==> src/sv/robs_pkg.sv <==
// Shared widths, constants and types of the ray against oriented box slab test.
package robs_pkg;

    localparam int COORD_W   = 32;
    localparam int FRAC_W    = 16;
    localparam int AXIS_W    = 18;
    localparam int HALF_W    = COORD_W - 1;
    localparam int CFG_IDX_W = 3;

    localparam int P_W    = COORD_W + 1;
    localparam int PROD_W = AXIS_W + P_W;
    localparam int ACC_W  = PROD_W + 2;
    localparam int E_W    = ACC_W - FRAC_W;
    localparam int NUM_W  = E_W + 1;
    localparam int DEN_W  = E_W;
    localparam int MAG_W  = NUM_W;
    localparam int FULL_W = MAG_W + FRAC_W;
    localparam int HI_W   = FULL_W - COORD_W;
    localparam int WIDE_W = (HI_W > DEN_W) ? HI_W : DEN_W;
    localparam int CNT_W  = $clog2(COORD_W);
    localparam int STEP_W = 3;
    localparam int SLAB_W = 2;

    localparam logic signed [E_W-1:0] EPS_POS = E_W'(((1 << FRAC_W) + 500) / 1000);
    localparam logic signed [E_W-1:0] EPS_NEG = -EPS_POS;

    localparam logic signed [COORD_W-1:0] DIST_MAX = {1'b0, {(COORD_W - 1){1'b1}}};
    localparam logic signed [COORD_W-1:0] DIST_MIN = {1'b1, {(COORD_W - 1){1'b0}}};

    localparam logic [STEP_W-1:0] MAC_LAST    = STEP_W'(5);
    localparam logic [STEP_W-1:0] MAC_F_FIRST = STEP_W'(3);
    localparam logic [SLAB_W-1:0] SLAB_LAST   = SLAB_W'(2);

    typedef logic signed [COORD_W-1:0] t_coord;
    typedef logic signed [AXIS_W-1:0]  t_axis;
    typedef logic        [HALF_W-1:0]  t_half;

    typedef enum logic [CFG_IDX_W-1:0] {
        CFG_ORIGIN_X = 3'd0,
        CFG_ORIGIN_Y = 3'd1,
        CFG_ORIGIN_Z = 3'd2,
        CFG_DIR_X    = 3'd3,
        CFG_DIR_Y    = 3'd4,
        CFG_DIR_Z    = 3'd5
    } t_cfg_idx;

    typedef struct packed {
        logic valid;
        logic sel_f;
        logic first;
    } t_mac_ctl;

endpackage

==> src/sv/robs_slab_if.sv <==
// Handshake channel that carries one slab word into the block.
interface robs_slab_if;
    import robs_pkg::*;

    logic   valid;
    logic   ready;
    t_coord center_x;
    t_coord center_y;
    t_coord center_z;
    t_axis  axis_x;
    t_axis  axis_y;
    t_axis  axis_z;
    t_half  half_extent;

    modport source (
        output valid, center_x, center_y, center_z, axis_x, axis_y, axis_z, half_extent,
        input  ready
    );

    modport sink (
        input  valid, center_x, center_y, center_z, axis_x, axis_y, axis_z, half_extent,
        output ready
    );
endinterface

==> src/sv/robs_result_if.sv <==
// Handshake channel that carries one hit result word out of the block.
interface robs_result_if;
    import robs_pkg::*;

    logic   valid;
    logic   ready;
    logic   hit;
    t_coord distance;

    modport source (
        output valid, hit, distance,
        input  ready
    );

    modport sink (
        input  valid, hit, distance,
        output ready
    );
endinterface

==> src/sv/robs_mac.sv <==
// Shared multiplier with registered product and two dot product accumulators.
module robs_mac (
    input  logic                                 i_clk,
    input  logic                                 i_rst_n,
    input  robs_pkg::t_mac_ctl                   i_ctl,
    input  logic signed [robs_pkg::AXIS_W-1:0]   i_a,
    input  logic signed [robs_pkg::P_W-1:0]      i_b,
    output logic signed [robs_pkg::ACC_W-1:0]    o_acc_e,
    output logic signed [robs_pkg::ACC_W-1:0]    o_acc_f
);
    import robs_pkg::*;

    logic signed [PROD_W-1:0] n_prod;
    logic signed [PROD_W-1:0] r_prod;
    t_mac_ctl                 r_ctl;
    logic signed [ACC_W-1:0]  r_acc_e;
    logic signed [ACC_W-1:0]  r_acc_f;
    logic signed [ACC_W-1:0]  n_acc_e;
    logic signed [ACC_W-1:0]  n_acc_f;
    logic signed [ACC_W-1:0]  prod_ext;

    assign n_prod   = i_a * i_b;
    assign prod_ext = ACC_W'(r_prod);

    always_comb begin
        n_acc_e = r_acc_e;
        n_acc_f = r_acc_f;
        if (r_ctl.valid) begin
            if (r_ctl.sel_f) begin
                n_acc_f = r_ctl.first ? prod_ext : r_acc_f + prod_ext;
            end else begin
                n_acc_e = r_ctl.first ? prod_ext : r_acc_e + prod_ext;
            end
        end
    end

    always_ff @(posedge i_clk) begin
        if (!i_rst_n) begin
            r_ctl <= '0;
        end else begin
            r_ctl <= i_ctl;
        end
        r_prod  <= n_prod;
        r_acc_e <= n_acc_e;
        r_acc_f <= n_acc_f;
    end

    assign o_acc_e = r_acc_e;
    assign o_acc_f = r_acc_f;
endmodule

==> src/sv/robs_div.sv <==
// Two lane restoring divider with a shared divisor and saturated signed quotients.
module robs_div (
    input  logic                                  i_clk,
    input  logic                                  i_rst_n,
    input  logic                                  i_start,
    input  logic signed [robs_pkg::NUM_W-1:0]     i_num_a,
    input  logic signed [robs_pkg::NUM_W-1:0]     i_num_b,
    input  logic signed [robs_pkg::DEN_W-1:0]     i_den,
    output logic                                  o_done,
    output logic signed [robs_pkg::COORD_W-1:0]   o_quo_a,
    output logic signed [robs_pkg::COORD_W-1:0]   o_quo_b
);
    import robs_pkg::*;

    typedef enum logic [2:0] {
        D_IDLE,
        D_ABS,
        D_OVF,
        D_ITER,
        D_DONE
    } t_div_state;

    t_div_state               r_state, n_state;
    logic [CNT_W-1:0]         r_cnt, n_cnt;
    logic                     r_done, n_done;
    logic signed [NUM_W-1:0]  r_num [2];
    logic signed [NUM_W-1:0]  n_num [2];
    logic signed [DEN_W-1:0]  r_den, n_den;
    logic [MAG_W-1:0]         r_mag [2];
    logic [MAG_W-1:0]         n_mag [2];
    logic [DEN_W-1:0]         r_dmag, n_dmag;
    logic                     r_neg [2];
    logic                     n_neg [2];
    logic                     r_ovf [2];
    logic                     n_ovf [2];
    logic [DEN_W-1:0]         r_rem [2];
    logic [DEN_W-1:0]         n_rem [2];
    logic [COORD_W-1:0]       r_low [2];
    logic [COORD_W-1:0]       n_low [2];
    logic signed [COORD_W-1:0] r_quo [2];
    logic signed [COORD_W-1:0] n_quo [2];
    logic [FULL_W-1:0]        full [2];
    logic [WIDE_W-1:0]        hi_wide [2];
    logic [DEN_W+1:0]         rem2 [2];
    logic [DEN_W+1:0]         diff [2];

    always_comb begin
        n_state = r_state;
        n_cnt   = r_cnt;
        n_done  = 1'b0;
        n_den   = r_den;
        n_dmag  = r_dmag;
        for (int l = 0; l < 2; l++) begin
            n_num[l]   = r_num[l];
            n_mag[l]   = r_mag[l];
            n_neg[l]   = r_neg[l];
            n_ovf[l]   = r_ovf[l];
            n_rem[l]   = r_rem[l];
            n_low[l]   = r_low[l];
            n_quo[l]   = r_quo[l];
            full[l]    = {r_mag[l], {FRAC_W{1'b0}}};
            hi_wide[l] = WIDE_W'(full[l][FULL_W-1:COORD_W]);
            rem2[l]    = {1'b0, r_rem[l], r_low[l][COORD_W-1]};
            diff[l]    = rem2[l] - {2'b00, r_dmag};
        end

        unique case (r_state)
            D_IDLE: begin
                if (i_start) begin
                    n_num[0] = i_num_a;
                    n_num[1] = i_num_b;
                    n_den    = i_den;
                    n_state  = D_ABS;
                end
            end
            D_ABS: begin
                n_dmag = r_den[DEN_W-1] ? DEN_W'(-r_den) : DEN_W'(r_den);
                for (int l = 0; l < 2; l++) begin
                    n_neg[l] = r_num[l][NUM_W-1] ^ r_den[DEN_W-1];
                    n_mag[l] = r_num[l][NUM_W-1] ? MAG_W'(-r_num[l]) : MAG_W'(r_num[l]);
                end
                n_state = D_OVF;
            end
            D_OVF: begin
                for (int l = 0; l < 2; l++) begin
                    n_ovf[l] = hi_wide[l] >= WIDE_W'(r_dmag);
                    n_rem[l] = hi_wide[l][DEN_W-1:0];
                    n_low[l] = full[l][COORD_W-1:0];
                end
                n_cnt   = CNT_W'(COORD_W - 1);
                n_state = D_ITER;
            end
            D_ITER: begin
                for (int l = 0; l < 2; l++) begin
                    if (!diff[l][DEN_W+1]) begin
                        n_rem[l] = diff[l][DEN_W-1:0];
                        n_low[l] = {r_low[l][COORD_W-2:0], 1'b1};
                    end else begin
                        n_rem[l] = rem2[l][DEN_W-1:0];
                        n_low[l] = {r_low[l][COORD_W-2:0], 1'b0};
                    end
                end
                if (r_cnt == '0) begin
                    n_state = D_DONE;
                end else begin
                    n_cnt = r_cnt - 1'b1;
                end
            end
            D_DONE: begin
                for (int l = 0; l < 2; l++) begin
                    if (r_ovf[l]) begin
                        n_quo[l] = r_neg[l] ? DIST_MIN : DIST_MAX;
                    end else if (!r_neg[l]) begin
                        n_quo[l] = r_low[l][COORD_W-1] ? DIST_MAX : signed'(r_low[l]);
                    end else if (r_low[l][COORD_W-1] && (|r_low[l][COORD_W-2:0])) begin
                        n_quo[l] = DIST_MIN;
                    end else begin
                        n_quo[l] = -signed'(r_low[l]);
                    end
                end
                n_done  = 1'b1;
                n_state = D_IDLE;
            end
            default: n_state = D_IDLE;
        endcase
    end

    always_ff @(posedge i_clk) begin
        if (!i_rst_n) begin
            r_state <= D_IDLE;
            r_cnt   <= '0;
            r_done  <= 1'b0;
        end else begin
            r_state <= n_state;
            r_cnt   <= n_cnt;
            r_done  <= n_done;
        end
        r_den  <= n_den;
        r_dmag <= n_dmag;
        for (int l = 0; l < 2; l++) begin
            r_num[l] <= n_num[l];
            r_mag[l] <= n_mag[l];
            r_neg[l] <= n_neg[l];
            r_ovf[l] <= n_ovf[l];
            r_rem[l] <= n_rem[l];
            r_low[l] <= n_low[l];
            r_quo[l] <= n_quo[l];
        end
    end

    assign o_done  = r_done;
    assign o_quo_a = r_quo[0];
    assign o_quo_b = r_quo[1];

`ifndef SYNTH
    a_start_idle: assert property (@(posedge i_clk) disable iff (!i_rst_n)
        i_start |-> r_state == D_IDLE)
        else $error("divider started while busy");
    a_done_pulse: assert property (@(posedge i_clk) disable iff (!i_rst_n)
        r_done |=> !r_done)
        else $error("divider done held for more than one cycle");
    a_done_after_iter: assert property (@(posedge i_clk) disable iff (!i_rst_n)
        $rose(r_done) |-> $past(r_state == D_DONE) && $past(r_state, 2) == D_ITER)
        else $error("divider finished without its iteration steps");
`endif
endmodule

==> src/sv/ray_obb_slab_intersect_unit.sv <==
// Top level of the ray against oriented box slab test with its slab sequencer.
// A slab word that follows a miss in the same box skips the multiplier and the divider,
// and a slab parallel to the ray skips the divider; the third slab of a box also passes
// through a finish state to place the result word. Most of the time goes to the shared
// divider, which forms one quotient bit per cycle for both slab bounds at once over 32
// steps, after the two dot products on the single shared multiplier. The user must write
// the ray through the register port only while no slab is in flight; the block itself
// does not enforce this. Results are held in an output register so that the next slab
// is accepted while a result waits.
module ray_obb_slab_intersect_unit (
    input  logic                                 i_clk,
    input  logic                                 i_rst_n,
    input  logic                                 i_cfg_we,
    input  logic [robs_pkg::CFG_IDX_W-1:0]       i_cfg_idx,
    input  logic [robs_pkg::COORD_W-1:0]         i_cfg_data,
    robs_slab_if.sink                            i_slab,
    robs_result_if.source                        o_result
);
    import robs_pkg::*;

    typedef enum logic [3:0] {
        S_IDLE,
        S_MAC,
        S_DRAIN,
        S_PREP,
        S_DIV,
        S_BOUND,
        S_CHECK,
        S_ADV,
        S_FINISH
    } t_state;

    t_state              r_state, n_state;
    t_coord              r_org_x, r_org_y, r_org_z, n_org_x, n_org_y, n_org_z;
    t_coord              r_dir_x, r_dir_y, r_dir_z, n_dir_x, n_dir_y, n_dir_z;
    logic signed [P_W-1:0] r_px, r_py, r_pz, n_px, n_py, n_pz;
    t_axis               r_ax, r_ay, r_az, n_ax, n_ay, n_az;
    t_half               r_h, n_h;
    logic [STEP_W-1:0]   r_step, n_step;
    logic [SLAB_W-1:0]   r_slab_idx, n_slab_idx;
    t_coord              r_near, r_far, n_near, n_far;
    logic                r_missed, n_missed;
    logic                r_out_valid, n_out_valid;
    logic                r_out_hit, n_out_hit;
    t_coord              r_out_dist, n_out_dist;

    t_cfg_idx            cfg_idx;
    logic                accept;
    logic                out_free;
    t_mac_ctl            mac_ctl;
    logic signed [AXIS_W-1:0] mac_a;
    logic signed [P_W-1:0]    mac_b;
    logic signed [ACC_W-1:0]  acc_e, acc_f;
    logic signed [E_W-1:0]    e_val, f_val;
    logic signed [NUM_W-1:0]  e_ext, h_ext, num_a, num_b;
    logic                     div_start, div_done;
    t_coord                   quo_a, quo_b, t_lo, t_hi, dist_sel;
    logic                     hit_sel;

    assign cfg_idx  = t_cfg_idx'(i_cfg_idx);
    assign accept   = i_slab.valid && (r_state == S_IDLE);
    assign out_free = !r_out_valid || o_result.ready;

    assign e_val = acc_e[ACC_W-1:FRAC_W];
    assign f_val = acc_f[ACC_W-1:FRAC_W];
    assign e_ext = NUM_W'(e_val);
    assign h_ext = signed'(NUM_W'(r_h));
    assign num_a = e_ext + h_ext;
    assign num_b = e_ext - h_ext;

    assign t_lo = (quo_a < quo_b) ? quo_a : quo_b;
    assign t_hi = (quo_a < quo_b) ? quo_b : quo_a;

    assign dist_sel = (r_near > 0) ? r_near : r_far;
    assign hit_sel  = !r_missed && (dist_sel != DIST_MAX);

    always_comb begin
        mac_ctl.valid = (r_state == S_MAC);
        mac_ctl.sel_f = (r_step >= MAC_F_FIRST);
        mac_ctl.first = (r_step == '0) || (r_step == MAC_F_FIRST);
        case (r_step)
            3'd0: begin mac_a = r_ax; mac_b = r_px; end
            3'd1: begin mac_a = r_ay; mac_b = r_py; end
            3'd2: begin mac_a = r_az; mac_b = r_pz; end
            3'd3: begin mac_a = r_ax; mac_b = P_W'(r_dir_x); end
            3'd4: begin mac_a = r_ay; mac_b = P_W'(r_dir_y); end
            3'd5: begin mac_a = r_az; mac_b = P_W'(r_dir_z); end
            default: begin mac_a = '0; mac_b = '0; end
        endcase
    end

    always_comb begin
        n_state     = r_state;
        n_org_x     = r_org_x;
        n_org_y     = r_org_y;
        n_org_z     = r_org_z;
        n_dir_x     = r_dir_x;
        n_dir_y     = r_dir_y;
        n_dir_z     = r_dir_z;
        n_px        = r_px;
        n_py        = r_py;
        n_pz        = r_pz;
        n_ax        = r_ax;
        n_ay        = r_ay;
        n_az        = r_az;
        n_h         = r_h;
        n_step      = r_step;
        n_slab_idx  = r_slab_idx;
        n_near      = r_near;
        n_far       = r_far;
        n_missed    = r_missed;
        n_out_valid = r_out_valid && !o_result.ready;
        n_out_hit   = r_out_hit;
        n_out_dist  = r_out_dist;
        div_start   = 1'b0;

        if (i_cfg_we) begin
            unique case (cfg_idx)
                CFG_ORIGIN_X: n_org_x = signed'(i_cfg_data);
                CFG_ORIGIN_Y: n_org_y = signed'(i_cfg_data);
                CFG_ORIGIN_Z: n_org_z = signed'(i_cfg_data);
                CFG_DIR_X:    n_dir_x = signed'(i_cfg_data);
                CFG_DIR_Y:    n_dir_y = signed'(i_cfg_data);
                CFG_DIR_Z:    n_dir_z = signed'(i_cfg_data);
                default: ;
            endcase
        end

        unique case (r_state)
            S_IDLE: begin
                if (accept) begin
                    n_px   = P_W'(i_slab.center_x) - P_W'(r_org_x);
                    n_py   = P_W'(i_slab.center_y) - P_W'(r_org_y);
                    n_pz   = P_W'(i_slab.center_z) - P_W'(r_org_z);
                    n_ax   = i_slab.axis_x;
                    n_ay   = i_slab.axis_y;
                    n_az   = i_slab.axis_z;
                    n_h    = i_slab.half_extent;
                    n_step = '0;
                    n_state = r_missed ? S_ADV : S_MAC;
                end
            end
            S_MAC: begin
                if (r_step == MAC_LAST) begin
                    n_state = S_DRAIN;
                end else begin
                    n_step = r_step + 1'b1;
                end
            end
            S_DRAIN: n_state = S_PREP;
            S_PREP: begin
                if ((f_val > EPS_POS) || (f_val < EPS_NEG)) begin
                    div_start = 1'b1;
                    n_state   = S_DIV;
                end else begin
                    if ((e_ext < -h_ext) || (e_ext > h_ext)) begin
                        n_missed = 1'b1;
                    end
                    n_state = S_ADV;
                end
            end
            S_DIV: begin
                if (div_done) begin
                    n_state = S_BOUND;
                end
            end
            S_BOUND: begin
                if (t_lo > r_near) begin
                    n_near = t_lo;
                end
                if (t_hi < r_far) begin
                    n_far = t_hi;
                end
                n_state = S_CHECK;
            end
            S_CHECK: begin
                if ((r_near > r_far) || r_far[COORD_W-1]) begin
                    n_missed = 1'b1;
                end
                n_state = S_ADV;
            end
            S_ADV: begin
                if (r_slab_idx == SLAB_LAST) begin
                    n_state = S_FINISH;
                end else begin
                    n_slab_idx = r_slab_idx + 1'b1;
                    n_state    = S_IDLE;
                end
            end
            S_FINISH: begin
                if (out_free) begin
                    n_out_valid = 1'b1;
                    n_out_hit   = hit_sel;
                    n_out_dist  = hit_sel ? dist_sel : DIST_MAX;
                    n_slab_idx  = '0;
                    n_near      = DIST_MIN;
                    n_far       = DIST_MAX;
                    n_missed    = 1'b0;
                    n_state     = S_IDLE;
                end
            end
            default: n_state = S_IDLE;
        endcase
    end

    always_ff @(posedge i_clk) begin
        if (!i_rst_n) begin
            r_state     <= S_IDLE;
            r_org_x     <= '0;
            r_org_y     <= '0;
            r_org_z     <= '0;
            r_dir_x     <= '0;
            r_dir_y     <= '0;
            r_dir_z     <= '0;
            r_step      <= '0;
            r_slab_idx  <= '0;
            r_near      <= DIST_MIN;
            r_far       <= DIST_MAX;
            r_missed    <= 1'b0;
            r_out_valid <= 1'b0;
        end else begin
            r_state     <= n_state;
            r_org_x     <= n_org_x;
            r_org_y     <= n_org_y;
            r_org_z     <= n_org_z;
            r_dir_x     <= n_dir_x;
            r_dir_y     <= n_dir_y;
            r_dir_z     <= n_dir_z;
            r_step      <= n_step;
            r_slab_idx  <= n_slab_idx;
            r_near      <= n_near;
            r_far       <= n_far;
            r_missed    <= n_missed;
            r_out_valid <= n_out_valid;
        end
        r_px       <= n_px;
        r_py       <= n_py;
        r_pz       <= n_pz;
        r_ax       <= n_ax;
        r_ay       <= n_ay;
        r_az       <= n_az;
        r_h        <= n_h;
        r_out_hit  <= n_out_hit;
        r_out_dist <= n_out_dist;
    end

    robs_mac u_mac (
        .i_clk   (i_clk),
        .i_rst_n (i_rst_n),
        .i_ctl   (mac_ctl),
        .i_a     (mac_a),
        .i_b     (mac_b),
        .o_acc_e (acc_e),
        .o_acc_f (acc_f)
    );

    robs_div u_div (
        .i_clk   (i_clk),
        .i_rst_n (i_rst_n),
        .i_start (div_start),
        .i_num_a (num_a),
        .i_num_b (num_b),
        .i_den   (f_val),
        .o_done  (div_done),
        .o_quo_a (quo_a),
        .o_quo_b (quo_b)
    );

    assign i_slab.ready      = (r_state == S_IDLE);
    assign o_result.valid    = r_out_valid;
    assign o_result.hit      = r_out_hit;
    assign o_result.distance = r_out_dist;

`ifndef SYNTH
    a_result_from_finish: assert property (@(posedge i_clk) disable iff (!i_rst_n)
        $rose(r_out_valid) |-> $past(r_state == S_FINISH))
        else $error("result word raised outside the box end");
    a_hit_bounded: assert property (@(posedge i_clk) disable iff (!i_rst_n)
        (r_out_valid && r_out_hit) |-> (r_out_dist != DIST_MAX))
        else $error("hit reported with an unbounded distance");
    a_box_cleared: assert property (@(posedge i_clk) disable iff (!i_rst_n)
        (r_state == S_FINISH && out_free) |=>
            (r_near == DIST_MIN && r_far == DIST_MAX && !r_missed && r_slab_idx == '0))
        else $error("box state not cleared after its result");
    a_no_div_after_miss: assert property (@(posedge i_clk) disable iff (!i_rst_n)
        div_start |-> !r_missed)
        else $error("divider started for a box that has already missed");
`endif
endmodule
==> src/flat_wrapper.sv <==
// flat-port wrapper written by rule: the top's interface ports become plain ports
module ray_obb_slab_intersect_unit_flat import robs_pkg::*;
  (i_clk, i_rst_n, i_cfg_we, i_cfg_idx, i_cfg_data, i_slab_valid, i_slab_center_x, i_slab_center_y, i_slab_center_z, i_slab_axis_x, i_slab_axis_y, i_slab_axis_z, i_slab_half_extent, i_slab_ready, o_result_valid, o_result_hit, o_result_distance, o_result_ready);
  robs_slab_if i_slab_i ();
  robs_result_if o_result_i ();
  input  logic i_clk;
  input  logic i_rst_n;
  input  logic i_cfg_we;
  input  logic [robs_pkg::CFG_IDX_W-1:0] i_cfg_idx;
  input  logic [robs_pkg::COORD_W-1:0] i_cfg_data;
  input wire logic [$bits(i_slab_i.valid)-1:0] i_slab_valid;
  input wire logic [$bits(i_slab_i.center_x)-1:0] i_slab_center_x;
  input wire logic [$bits(i_slab_i.center_y)-1:0] i_slab_center_y;
  input wire logic [$bits(i_slab_i.center_z)-1:0] i_slab_center_z;
  input wire logic [$bits(i_slab_i.axis_x)-1:0] i_slab_axis_x;
  input wire logic [$bits(i_slab_i.axis_y)-1:0] i_slab_axis_y;
  input wire logic [$bits(i_slab_i.axis_z)-1:0] i_slab_axis_z;
  input wire logic [$bits(i_slab_i.half_extent)-1:0] i_slab_half_extent;
  output wire logic [$bits(i_slab_i.ready)-1:0] i_slab_ready;
  output wire logic [$bits(o_result_i.valid)-1:0] o_result_valid;
  output wire logic [$bits(o_result_i.hit)-1:0] o_result_hit;
  output wire logic [$bits(o_result_i.distance)-1:0] o_result_distance;
  input wire logic [$bits(o_result_i.ready)-1:0] o_result_ready;
  assign i_slab_i.valid = i_slab_valid;
  assign i_slab_i.center_x = i_slab_center_x;
  assign i_slab_i.center_y = i_slab_center_y;
  assign i_slab_i.center_z = i_slab_center_z;
  assign i_slab_i.axis_x = i_slab_axis_x;
  assign i_slab_i.axis_y = i_slab_axis_y;
  assign i_slab_i.axis_z = i_slab_axis_z;
  assign i_slab_i.half_extent = i_slab_half_extent;
  assign i_slab_ready = i_slab_i.ready;
  assign o_result_valid = o_result_i.valid;
  assign o_result_hit = o_result_i.hit;
  assign o_result_distance = o_result_i.distance;
  assign o_result_i.ready = o_result_ready;
  ray_obb_slab_intersect_unit u_core (.i_clk(i_clk), .i_rst_n(i_rst_n), .i_cfg_we(i_cfg_we), .i_cfg_idx(i_cfg_idx), .i_cfg_data(i_cfg_data), .i_slab(i_slab_i), .o_result(o_result_i));
endmodule
==> config.mk <==
export PLATFORM = sky130hd
export DESIGN_NAME = ray_obb_slab_intersect_unit_flat
export DESIGN_NICKNAME = d
export VERILOG_FILES = /design/src/sv/robs_pkg.sv /design/src/sv/robs_slab_if.sv /design/src/sv/robs_result_if.sv /design/src/sv/robs_mac.sv /design/src/sv/robs_div.sv /design/src/sv/ray_obb_slab_intersect_unit.sv /design/src/flat_wrapper.sv
export SDC_FILE = /design/constraint.sdc
export NUM_CORES = 2
export LEC_CHECK = 0
export BUFFER_PORTS_ARGS = -buffer_cell sky130_fd_sc_hd__buf_2
export CORE_MARGIN = 1
export CORE_UTILIZATION = 57
export DETAILED_ROUTE_END_ITERATION = 6
export PLACE_DENSITY_LB_ADDON = 0.15
export SLEW_MARGIN = 20
export SYNTH_ARGS = -nofsm -noshare
export SYNTH_HDL_FRONTEND = slang
export SYNTH_SLANG_ARGS = --single-unit
==> constraint.sdc <==
create_clock -name i_clk -period 28 [get_ports i_clk]
set_clock_uncertainty 0.15 [all_clocks]
set_input_delay 2.8 -clock i_clk [delete_from_list [all_inputs] [get_ports i_clk]]
set_output_delay 2.8 -clock i_clk [all_outputs]
set_load 0.03 [all_outputs]
Yosys cells after proc, flatten, opt, wreduce, memory -nomap -nowiden --
Memory sizes are Yosys's and may differ from the RTL's. Index checks and enable logic that the tools add are counted. Widths: inputs -> output; s select.
Cells by class: equal/unequal tests 38, mux-type cells 67, add/subtract/negate cells 18, reduce and logical (&&, ||, !) cells 47, bitwise operators 3, order comparisons 12, $mul 1
Operator list (number):
- $mux 32 | 15
- $mux 76 | 3
- $pmux 33 s6 | 1
- $pmux 74 s2 | 1
- $pmux 32 s2 | 2
- $pmux 64 s2 | 1
- $add 53x51->53 | 2
- $mux 53 | 2
- $sub 32x32->33 | 3
- $sub 38x37->39 | 2
- $mux 38 | 2
- $neg 38->38 | 2
- $ge 22x37->1 | 2
- $mux 37 | 2
- $gt 32x32->1 | 2
- $lt 32x32->1 | 2
- $mux 64 | 1
- $neg 32->32 | 2
- $mux 31 | 2
- $reduce_or 31->1 | 2
- $pmux 18 s3 | 1
- $mul 18x33->51 | 1
- $add 37x32->38 | 1
- $lt 37x38->1 | 1
- other kinds (49) | 131
Storage, ports and cells: memories kept 7, register bits after elaboration 727, bits of input ports 221, memory bits (writable) 358
Memories:
- u_core.u_div.r_mag | words 2, width 38, rd ports 2, clocked after memory_dff 0, wr ports 2, line robs_div.sv:29 | logic [MAG_W-1:0] r_mag [2];
- u_core.u_div.r_num | words 2, width 38, rd ports 2, clocked after memory_dff 0, wr ports 2, line robs_div.sv:26 | logic signed [NUM_W-1:0] r_num [2];
- u_core.u_div.r_rem | words 2, width 37, rd ports 2, clocked after memory_dff 0, wr ports 2, line robs_div.sv:36 | logic [DEN_W-1:0] r_rem [2];
- u_core.u_div.r_low | words 2, width 32, rd ports 2, clocked after memory_dff 0, wr ports 2, line robs_div.sv:38 | logic [COORD_W-1:0] r_low [2];
- u_core.u_div.r_quo | words 2, width 32, rd ports 2, clocked after memory_dff 0, wr ports 2, line robs_div.sv:40 | logic signed [COORD_W-1:0] r_quo [2];
- u_core.u_div.r_neg | words 2, width 1, rd ports 2, clocked after memory_dff 0, wr ports 2, line robs_div.sv:32 | logic r_neg [2];
- 1 more memories

Longest topological paths before layout --
An unclocked memory read counts as a cell.
depth in word-level cells 7, gate-level depth with buffers 38

Hierarchy --
A second synthesis with hierarchy kept.
Unflattened totals: cell total of the unflattened synthesis 9567, area, all modules 88149.5 sq um
Modules (own cells, without submodules):
- ray_obb_slab_intersect_unit | cells an instance 3707, area an instance 31956.9 sq um, sequential area each 11861.4 sq um, times used 1
- robs_mac | cells an instance 3531, area an instance 31580.3 sq um, sequential area each 4264.1 sq um, times used 1
- robs_div | cells an instance 2329, area an instance 24612.4 sq um, sequential area each 13152.6 sq um, times used 1

Least setup slack after synthesis --
No wires, ideal clock.
path type register to register, from register u_core.u_mac.r_acc_f[20] (netlist: u_core.u_mac.o_acc_f[20]), to register u_core.u_div.r_den[0], enable pin, cell stages (with the launch flop) 6, data required time 26.992 ns, arrival time 11.779 ns, library setup time 0.858 ns, period minus slack after synthesis 12.787 ns, buffers on the path 0, path slack 15.213 ns, path through edfxtp_1 -> and3_1 -> a31oi_1 -> o211ai_1 -> or3_1 -> nor4_1
Between the ends: cells in the longest elaborated chain, start to end 5, elaborated cells on any way between the ends 6, those cells by class 2 x order compare; 2 x mux; 2 x reduce/logical
Ends and longest elaborated chain:
- start, declared | line robs_mac.sv:17 | logic signed [ACC_W-1:0] r_acc_f;
- start signal, assigned | line robs_mac.sv:45 | r_acc_f <= n_acc_f;
- $gt 37x8->1 / $lt 37x8->1 (equally long branches) | line ray_obb_slab_intersect_unit.sv:152 | if ((f_val > EPS_POS) || (f_val < EPS_NEG)) begin
- $logic_or 1x1->1 (*) | line ray_obb_slab_intersect_unit.sv:152
- $mux 1 (*) | line ray_obb_slab_intersect_unit.sv:152
- $mux 1 (*) | line ray_obb_slab_intersect_unit.sv:129 | unique case (r_state)
- $reduce_and 2->1 (no source line) (*)
- end signal, assigned | line robs_div.sv:138 | r_den <= n_den;
- end, declared | line robs_div.sv:28 | logic signed [DEN_W-1:0] r_den, n_den;
Every way passes the cells marked *; elsewhere a longest branch is shown, timed or not. A chain may end at the register's enable or synchronous reset.

Final worst setup path --
from register u_core.r_step[2], to register u_core.u_mac.r_prod[50]
Between the ends: cells in the longest elaborated chain, start to end 4, elaborated cells on any way between the ends 12, those cells by class 1 x mul; 5 x eq/ne; 2 x mux; 4 x reduce/logical
Ends and longest elaborated chain:
- start, declared | line ray_obb_slab_intersect_unit.sv:39 | logic [STEP_W-1:0] r_step, n_step;
- start signal, assigned | line ray_obb_slab_intersect_unit.sv:229 | r_step <= n_step;
- $eq 3x2->1 (tied with other cells) | line ray_obb_slab_intersect_unit.sv:81 | case (r_step)
- $reduce_or 2->1 (no source line)
- $pmux 18 s3 | line ray_obb_slab_intersect_unit.sv:81
- $mul 18x33->51 (*) | line robs_mac.sv:22 | assign n_prod = i_a * i_b;
- via u_core.u_mac.n_prod[50] | line robs_mac.sv:13 | logic signed [PROD_W-1:0] n_prod;
- end signal, assigned | line robs_mac.sv:43 | r_prod <= n_prod;
- end, declared | line robs_mac.sv:14 | logic signed [PROD_W-1:0] r_prod;
Mark *: on every way through the listed nets, which the timed path passes. The rest lies on a longest branch.

==> results.md <==
- Worst reg2reg startpoint: u_core.r_step[2]
- Total global routing overflow: 0
- Final HPWL DP: 205,000 µm
- DR vias/cell: around 6
- Number of port buffers: 255
- Chip width: 393 µm
- CP required: 28.44 ns
- Die area: 0.154 mm²
- CORE AREA: about 0.15 mm²
- Worst EP arrival: 10.60 ns
- CP Capture Type: flop
- Post-DR wirelength/cell: about 23 µm
- Setup tns final: 0 ns
- Residual DRC: 0
- Clk_lat worst skew: 0.78 ns
- Post-cts sizing count: 0
- Hold_buf cts: 0
- Synth area leader: edfxtp_1
- Crit Path Category: reg -> reg
- CTS root buf: clkbuf_16
- Hold_ws: roughly 0.31 ns
- Ys Warns: 0
- First-pass GRT wire length: about 400,000 µm
- Area share of the leading cell type in the synthesized netlist: 26.0%
- Min Tclk post-route: 10.17 ns
- Vias in the first global route: 68,500
- Final WS setup: 17.83 ns
- Max Fclk: 0.0983 GHz
- Cell Area, Synth: 0.0871 mm²
- CP startpoint: u_core.r_step[2]
- CTS tree: yes
- Initial antenna violation count: 15
- Cells after DPL: 11,400
- CTS Buf Count: 119
- Post-synth EDFFs: 753
- Synth area leaders: edfxtp_1 26%, fa_1 13%, ha_1 9.8%
- Antenna Nets Post-Route: 0
- Detailed-route wire length: 265,000 µm
- Layout cells sized above 1: 7.64%
- Bufs on Longest Clock Path: 3
- Filler-free cell count of the finished design: about 12,000
- Max Cap Viol: 0
- Part of the cycle the worst path needs: 36.3%
- Largest net degree at the start of global routing: between 200 and 250
- Syn nets: 10,900
- Avg Synthesized Cell Area: 9.29 µm²
- Outcome: completed
- Clock net sink count: 1,083
- Critical path peak fanout: 70
- Area Growth Syn to Fin: 8.41%
- Startpoint types: flop
- Vias: 70,200
- Die height: between 300 and 400 µm
- Drt initial violations: 6,708
- Post-CTS setup buffer count: 0
- Min-delay src: u_core.r_dir_y[10]
- Max Slew Vio Count: 0
- Total GRT Usage: around a third
- Post-synth ARST share: 0%
- Flop and latch count out of synthesis: 1,083
- Row count: 143
- Initial Util: 57.3%
- I/O pin cnt: between 200 and 300
- Drt first pass iters: 6
- DP Worst Slack: 17.80 ns
- Post-synthesis sequential area ratio: 33.5%
- Nets: between 10,000 and 15,000
- Worst rel slew slack: 7.75%
- Htree depth: 3
- R2r setup slk: 17.83 ns
- Cells after Synth: 9,376
- Routability Congestion: around 0.99
- Clk pin slew, worst setup/hold paths: 0.06 ns
- Synth cell types: 90
- Most used DFF post-synth: edfxtp_1
- Final Hold Fails: 0
- Worst hold path class: reg -> reg
- RSZ-0062 raised after global routing: false
- Least-Margin Pin Slew: 1.38 ns
- Final setup viols: 0
## worst max-delay path, stage by stage, from the launching register on
cell and delay (ns):
dfxtp_2 0.33, buf_4 0.72, and2_1 0.50, or2_2 0.45, nand2_1 0.13, a31oi_1 0.82, nand2_1 0.16, fa_1 0.62
fa_1 0.58, inv_1 0.06, fa_1 0.52, fa_1 0.57, fa_1 0.55, fa_1 0.50, ha_1 0.37, nand3_1 0.10
nor2_1 0.14, and2_1 0.16, a211oi_1 0.07, o2111ai_1 0.30, nand2_1 0.14, o31ai_1 0.63, a41oi_1 0.33, a2111o_1 0.47
a211o_1 0.32, o21ai_0 0.20, xnor2_1 0.10
## cell type report
class,instances,area (µm²)
Fill cell,12900,57500
Timing Repair Buffer,334,1900
Sequential cell,1083,29200
Clock buffer,152,3320
Clock inverter,76,739
Tap cell,2030,2540
Inverter,1097,4130
Antenna cell,4,10.0
Multi-Input combinational cell,6835,52600
## cell usage after synthesis, types with 20 or more instances
| master | number |
|---|---|
| nor4_1 | 69 |
| or4_1 | 27 |
| nor3b_1 | 23 |
| mux2_2 | 91 |
| a21boi_0 | 225 |
| and2_1 | 77 |
| nor2_1 | 688 |
| o21ai_0 | 402 |
| a22oi_1 | 54 |
| nand4_1 | 113 |
| or3_1 | 56 |
| fa_1 | 579 |
| and3_1 | 92 |
| buf_1 | 46 |
| ha_1 | 679 |
| a21oi_1 | 402 |
| xnor2_1 | 347 |
| mux2i_1 | 92 |
| o311ai_0 | 32 |
| a21o_1 | 209 |
| nand2_1 | 1355 |
| dfxtp_1 | 330 |
| nor2b_1 | 85 |
| o32a_1 | 30 |
| nand3_1 | 125 |
| clkbuf_1 | 313 |
| o22ai_1 | 34 |
| o21bai_1 | 57 |
| nor3_1 | 150 |
| o21a_1 | 96 |
| a221o_1 | 20 |
| o211ai_1 | 49 |
| o41ai_1 | 30 |
| nand2b_1 | 75 |
| or2_2 | 28 |
| a31oi_1 | 41 |
| xor2_1 | 110 |
| o31ai_1 | 54 |
| edfxtp_1 | 753 |
| inv_1 | 1097 |
| a211oi_1 | 50 |
## stage by stage
stage	area (µm²)	utilization [%]
6_report	94400	62.2
5_1_grt	94400	62.2
4_1_cts	94400	62.1
3_5_place_dp	90300	59.5
3_3_place_gp	90300	59.5
2_1_floorplan	87100	-
## layout by cell type, fill, tap and decap left out, types with 52 or more instances in the layout
cell,Yosys,final
clkbuf_16,0,125
a21oi_1,402,393
nor2_1,688,678
buf_2,2,254
mux2_2,91,91
nor3_1,150,148
a22oi_1,54,54
o31ai_1,54,52
or3_1,56,56
a21o_1,209,208
nor2b_1,85,83
o21a_1,96,96
a21boi_0,225,225
ha_1,679,679
xor2_1,110,110
and2_1,77,75
nand2_1,1355,1352
mux2i_1,92,92
buf_4,0,77
inv_1,1097,1096
o21bai_1,57,57
o21ai_0,402,402
fa_1,579,579
nand4_1,113,113
xnor2_1,347,347
and3_1,92,92
nand2b_1,75,75
dfxtp_1,330,328
nand3_1,125,125
edfxtp_1,753,753
nor4_1,69,67
## logic make-up after synthesis
group           share of synthesized area, %
compound gates                          14.6
flops                                   33.5
fa+ha+maj                               23.1
mux                                     2.23
simple gates                            15.7
buf+inv                                 6.29
xor+xnor                                4.59
## path summary, 6_finish.rpt
| kind | endpoint | depth (start not counted) |
|---|---|---|
| worst max-delay path | u_core.u_mac.r_prod[50] | 26 |
| worst max register to register | u_core.u_mac.r_prod[50] | 26 |
| worst min-delay path | u_core.r_dir_y[10] | 2 |
| worst min register to register | u_core.r_dir_y[10] | 2 |
## per-layer routing
| layer | GRT usage, % | vias to the layer above | wire length [µm] |
|---|---|---|---|
| li1 | - | 32400 | - |
| met1 | 45.6 | 34100 | 108000 |
| met2 | 53.9 | 2994 | 119000 |
| met3 | 5.79 | 688 | 22200 |
| met4 | 17.0 | 16 | 14900 |
| met5 | 0 | - | 81 |
## registers in the layout, indices dropped and copies added, names as in the netlist, 33 cells and up
signal,count
u_core.r_px,33
u_core.r_py,33
u_core.r_pz,33
u_core.u_div.r_den,37
u_core.u_div.r_dmag,37
u_core.u_div.r_low,64
u_core.u_div.r_mag,75
u_core.u_div.r_num,75
u_core.u_div.r_quo,64
u_core.u_div.r_rem,74
u_core.u_mac.o_acc_e,53
u_core.u_mac.o_acc_f,53
u_core.u_mac.r_prod,51
Power is not shown: default switching activity piles up to over one toggle a cycle in this logic, so the estimate is an artifact.
